## config.mk

```make
export PLATFORM = sky130hd
export DESIGN_NAME = rri_div
export DESIGN_NICKNAME = d
export VERILOG_FILES = /design/src/rtl/core/rri_div.sv
export SDC_FILE = /design/constraint.sdc
export NUM_CORES = 2
export LEC_CHECK = 0
export BUFFER_PORTS_ARGS = -buffer_cell sky130_fd_sc_hd__buf_2
export CAP_MARGIN = 10
export CORE_MARGIN = 10
export CORE_UTILIZATION = 45
export DETAILED_ROUTE_END_ITERATION = 6
export HOLD_SLACK_MARGIN = 0.15
export PLACE_DENSITY = 0.64
export SYNTH_ARGS = -nofsm -noshare
export SYNTH_HDL_FRONTEND = slang
export SYNTH_SLANG_ARGS = --single-unit
```

## constraint.sdc

```tcl
create_clock -name clk -period 4.75 [get_ports clk]
set_clock_uncertainty 0.15 [all_clocks]
set_input_delay 0.95 -clock clk [delete_from_list [all_inputs] [get_ports clk]]
set_output_delay 0.95 -clock clk [all_outputs]
set_load 0.01 [all_outputs]
```

## src/rtl/core/rri_div.sv

```systemverilog
// ----------------------------------------------------------------------------
// rri_div
// Pipelined restoring divider: one quotient bit per stage, saturating.
// ----------------------------------------------------------------------------
module rri_div #(
	parameter int NW = 64,   // dividend width (unsigned)
	parameter int DW = 48,   // divisor width (unsigned)
	parameter int QW = 20,   // quotient bits kept (result saturates above)
	parameter int TW = 1     // side payload width
) (
	input  logic          clk,
	input  logic          arst_n,
	input  logic          in_valid,
	input  logic [NW-1:0] num,
	input  logic [DW-1:0] den,
	input  logic [QW-1:0] lim,
	input  logic [TW-1:0] tag,
	output logic          out_valid,
	output logic [QW-1:0] quo,
	output logic [TW-1:0] out_tag
);
	// Quotient bits above QW-1 only matter as overflow; detect overflow up front
	// by testing num >= den << QW, then run QW restoring steps.
	// Remainder stays below den, so one bit over the divisor width is enough.
	localparam int RW = DW + 1;

	logic          v_s   [QW+1];
	logic [QW-1:0] n_s   [QW+1];
	logic [DW-1:0] d_s   [QW+1];
	logic [QW-1:0] q_s   [QW+1];
	logic [QW-1:0] l_s   [QW+1];
	logic          ov_s  [QW+1];
	logic [TW-1:0] t_s   [QW+1];
	logic [RW-1:0] r_s   [QW+1];

	logic [NW+QW:0] big_d;
	logic [NW+QW:0] big_n;
	assign big_d = (NW+QW+1)'(den) << QW;
	assign big_n = {{(QW+1){1'b0}}, num};

	always_ff @(posedge clk or negedge arst_n) begin
		if (!arst_n) begin
			v_s[0] <= 1'b0;
		end else begin
			v_s[0] <= in_valid;
		end
	end
	always_ff @(posedge clk) begin
		n_s[0]  <= num[QW-1:0];
		d_s[0]  <= den;
		q_s[0]  <= '0;
		l_s[0]  <= lim;
		t_s[0]  <= tag;
		ov_s[0] <= (big_n >= big_d);
		// remainder seeded with bits of num above QW (below den when no ov)
		r_s[0]  <= RW'(num >> QW);
	end

	genvar g;
	generate
		for (g = 0; g < QW; g++) begin : g_step
			logic [RW-1:0] rem;
			logic          ge;
			assign rem = {r_s[g][RW-2:0], n_s[g][QW-1-g]};
			assign ge  = rem >= {1'b0, d_s[g]};
			always_ff @(posedge clk or negedge arst_n) begin
				if (!arst_n) begin
					v_s[g+1] <= 1'b0;
				end else begin
					v_s[g+1] <= v_s[g];
				end
			end
			always_ff @(posedge clk) begin
				n_s[g+1]  <= n_s[g];
				d_s[g+1]  <= d_s[g];
				l_s[g+1]  <= l_s[g];
				ov_s[g+1] <= ov_s[g];
				t_s[g+1]  <= t_s[g];
				r_s[g+1]  <= ge ? rem - {1'b0, d_s[g]} : rem;
				q_s[g+1]  <= {q_s[g][QW-2:0], ge};
			end
		end
	endgenerate

	assign out_valid = v_s[QW];
	assign out_tag   = t_s[QW];
	assign quo       = (ov_s[QW] || q_s[QW] > l_s[QW]) ? l_s[QW] : q_s[QW];
endmodule

```

==> results.py <==
metrics = {
    "timing": {
        "min_period_ps": 4569,
        "final_hold_viol_count": 0,
        "setup_viol": 0,
        "worst_hold_slack_ps": 155.8,
        "slew_headroom_pct": 21.54,
        "worst_pin_slew_ps": 1147,
        "period_share_pct": 96.19,
        "timing.fmax_ghz": 0.2189,
        "rsz0062_at_grt": "false",
        "slew_violations": 0,
    },
    "yosys": {
        "synth_compound_area_share_pct": 18.37,
        "synth_adder_area_share_pct": 10.74,
        "syn_area_sq_um": 122400,
        "synthSimpleGateAreaFrac_pct": 11.30,
        "seq_area_frac_synth_pct": 46.18,
        "synth_top_family_by_area": "compound AO/OA/AOI/OAI gates",
        "postSynth.asyncResetShare_pct": 0.7449,
        "synth_xor_area_share_pct": 5.758,
        "avgSynthCellArea_sq_um": 9.288,
        "yosysUniqueCellTypes": 105,
        "ys_warn_count": 0,
        "synth-edff-count": 0,
        "synth_mux_area_share_pct": 2.333,
        "ys_seq_elements": 2819,
        "synth_ff_type": "dfxtp_1",
        "synth_cells": 13180,
        "syn_nets": 14360,
    },
    "cts": {
        "insertion_delay_ps": 850,
        "htree_levels": 5,
        "root_buffer": "clkbuf_16",
        "tritoncts": "done",
        "cts_sinks": 2819,
        "cts_buffers": 297,
        "cts.clk_slew.worst_paths_ps": 60,
        "cts_buffer_depth": 4,
    },
    "worst_setup_path": {
        "critPathKind": "in -> reg",
        "critPathCaptureType": "flop",
        "worstPathMaxFanout": 2,
        "startpoint_type": "input pin",
        "worst-endpoint-required_ps": 5260,
        "crit_arrival_ps": 5080,
        "r2r_end": "r_s[1][67]$_DFF_P_",
        "ff2ff_setup_slack_ps": 290,
        "reg2regPathDepth": 13,
        "r2r_start": "d_s[0][195]$_DFF_P_",
    },
    "cells_and_area": {
        "layout-drive-gt1-share_pct": 8.115,
        "fin_nets": 14700,
        "area_delta_synth_final_pct": 13.74,
        "fin_util_pct": 51.43,
        "fin_area_sq_um": 139300,
        "final_cells": 17320,
        "fill_cells": 24910,
    },
    "global_route": {
        "grtUsageTotal_pct": 19.68,
        "grt_pass1_wl_um": 475800,
        "grt_remaining_overflow": 0,
        "grt_use_met2_pct": 36.74,
        "grt_pass1_vias": 90000,
        "grt_max_degree": 73,
        "top_usage_layer": "met2",
        "grt_use_met1_pct": 22.08,
        "use_met3_pct": 2.256,
        "antenna_found_initial": 11,
    },
    "floorplanning": {
        "io_pins": 158,
        "start_util_pct": 45.22,
        "core_sq_um": 270800,
        "die-area_sq_um": 293400,
        "die_w_um": 541.6,
        "std_cell_rows": 191,
        "die_y_um": 541.6,
    },
    "pwr": {
        "clkPwrFrac_pct": 22.6,
        "ir_worst_vdd_uv": 337.2,
        "comb_power_share_pct": 46.0,
        "total_power_mw": 104.6,
        "seq_power_share_pct": 31.4,
        "p_int_mw": 64.57,
        "power_density_nw_per_um2": 750.9,
        "leakage_nw": 64.68,
        "p_sw_share_pct": 38.26,
        "switching_power_mw": 40.01,
    },
    "detailed_routing": {
        "drt_pass1_iterations": 6,
        "drc_errors": 0,
        "antenna_left": 0,
        "drt-total-wl_um": 301200,
        "vias": 90920,
        "viasPerCell": 5.251,
        "drtIter0Drc": 6226,
        "routedWlPerCell_um": 17.39,
    },
    "run_status": {
        "status": "finished clean",
    },
    "placed_design": {
        "gp_congestion": 0.9218,
        "dp_cells": 16650,
        "place_area_sq_um": 127700,
        "dp_hpwl_um": 237600,
        "port_buffers": 157,
    },
    "hold_path": {
        "holdCritStartpoint": "d_s[0][204]$_DFF_P_",
        "min_to": "d_s[0][252]$_DFF_P_",
        "hold_path_depth": 0,
        "hold_class": "reg -> reg",
    },
    "job": {
        "maxCapViolations": 0,
    },
}
placed cells by master, fill, tap and decap left out, drive strengths merged, types with 22 or more instances in the layout:
master	Yosys	final
a221oi	26	26
o21a	101	101
and3	115	115
dfxtp	2798	2798
nor2b	146	146
a211oi	80	80
nor4	51	51
a41oi	28	28
a21boi	35	35
nor2	837	837
nand3	205	205
clkbuf	348	411
xor2	343	343
o21ai	799	799
xnor2	462	462
a21o	615	615
o21bai	130	130
inv	1257	1268
bufinv	0	30
o211ai	49	49
ha	1021	1021
nand2b	120	120
mux2	235	235
buf	89	339
a211o	22	22
clkinv	0	57
o31ai	57	57
a21oi	1310	1312
dlygate4sd3	0	137
a31oi	130	130
and2	58	58
and4	25	25
nand2	893	893
nor3	132	132
nand4	230	230
o31a	32	32
or3	30	30
layout make-up:
type / count / area [sq um] / share of cell area, %
repair buffers: 476 / 3786 / 2.719
clock buffers: 411 / 8528 / 6.124
clock inverters: 106 / 1572 / 1.128
multi-input cells: 8671 / 59640 / 42.83
flip-flops and latches: 2819 / 56540 / 40.60
well taps: 3570 / 4467 / 3.207
diodes: 5 / 12.51 / 0.008985
inverters: 1257 / 4718 / 3.388
critical path, cell delays in order:
cell and delay [ps]:
dlygate4sd3_1 530, buf_2 190, nor4b_2 490, nand2_1 300, nor3_1 280, nand3_1 190
nor4_1 580, o21a_1 260, a2111oi_0 90, a31oi_1 530, a211oi_1 160, o21ai_1 490
cell families after synthesis:
kind of cell             Yosys count
flip-flops                      2819
AO/OA/AOI/OAI                   3631
AND/OR/NAND/NOR                 2937
XOR/XNOR                         805
adder cells (fa/ha/maj)         1040
buffers and inverters           1694
multiplexers                     256
per-layer routing:
layer  vias up  share of wire, %
li1      46290                 -
met1     42000                41
met2      1895                50
met3       732               3.4
met4         6               5.6
met5         -             0.015
cell usage after synthesis, types with 22 or more instances:
master,instances,area share (%)
inv_1,1257,3.9
xor2_1,343,2.5
nor3_1,132,0.54
nand4_1,230,1.2
dfxtp_1,2798,46
o21bai_1,129,0.79
and2_1,57,0.29
a211o_1,22,0.16
nor2b_1,146,0.75
and3_1,115,0.59
a221oi_1,25,0.18
nor4_1,51,0.26
nand3_1,205,0.84
a211oi_1,77,0.47
nand2_1,893,2.7
nor2_1,837,2.6
o21ai_0,772,3.2
clkbuf_1,348,1.1
ha_1,1021,10
a21o_1,615,3.8
or3_1,30,0.15
and4_1,25,0.18
a21boi_0,27,0.17
o211ai_1,47,0.29
a31oi_1,127,0.65
nand2b_1,120,0.61
a21oi_1,1305,5.3
o21ai_1,26,0.11
mux2_2,214,2.0
o21a_1,101,0.62
buf_2,70,0.29
xnor2_1,462,3.3
o31ai_1,55,0.34
a41oi_1,28,0.20
o31a_1,32,0.23
through the flow:
stage               setup TNS [ps]  worst slack [ps]
finish                           0             181.1
global route                     0             36.93
CTS                              0             21.22
detailed placement          -995.2            -995.2
global placement             -1098             -1098
floorplan                        0              1155
worst max-delay path by stage:
stage	start	endpoint	cells after the start
2_1_floorplan	d_s[0][145]$_DFF_P_	r_s[1][42]$_DFF_P_	14
3_3_place_gp	den[1]	ov_s[0][0]$_DFF_P_	13
3_5_place_dp	den[1]	ov_s[0][0]$_DFF_P_	13
4_1_cts	l_s[2][93]$_DFF_P_	quo[13]	10
5_1_grt	l_s[2][81]$_DFF_P_	quo[15]	12
6_report	num[2]	ov_s[0][0]$_DFF_P_	12
timing repair:
action                                  in CTS  in global routing
setup buffers                                0                  3
resized for setup                            2                  7
gates cloned                                 1                  1
hold buffers                               137                  0
endpoints found under the hold margin      157                  0
endpoints found under the setup margin      11                 20
pin swaps                                    1                  2
state kept, by name, indices dropped and copies added (netlist names):
register,count
d_s,960
ov_s,21
l_s,420
t_s,21
n_s,210
r_s,956
v_s,20
q_s,210
out_valid,1
power groups by stage:
| stage | clock network, mW | registers (mW) | logic, mW |
|---|---|---|---|
| after detailed placement | 0 | 33.3 | 47.4 |
| after global routing | 25.1 | 33.3 | 53.6 |
| final | 23.6 | 32.8 | 48.1 |
| after CTS | 24.2 | 32.8 | 47.9 |
| after floorplan | 0 | 31.8 | 36.5 |
| after global placement | 0 | 33.3 | 47.2 |
(Power assumes the default switching activity.)
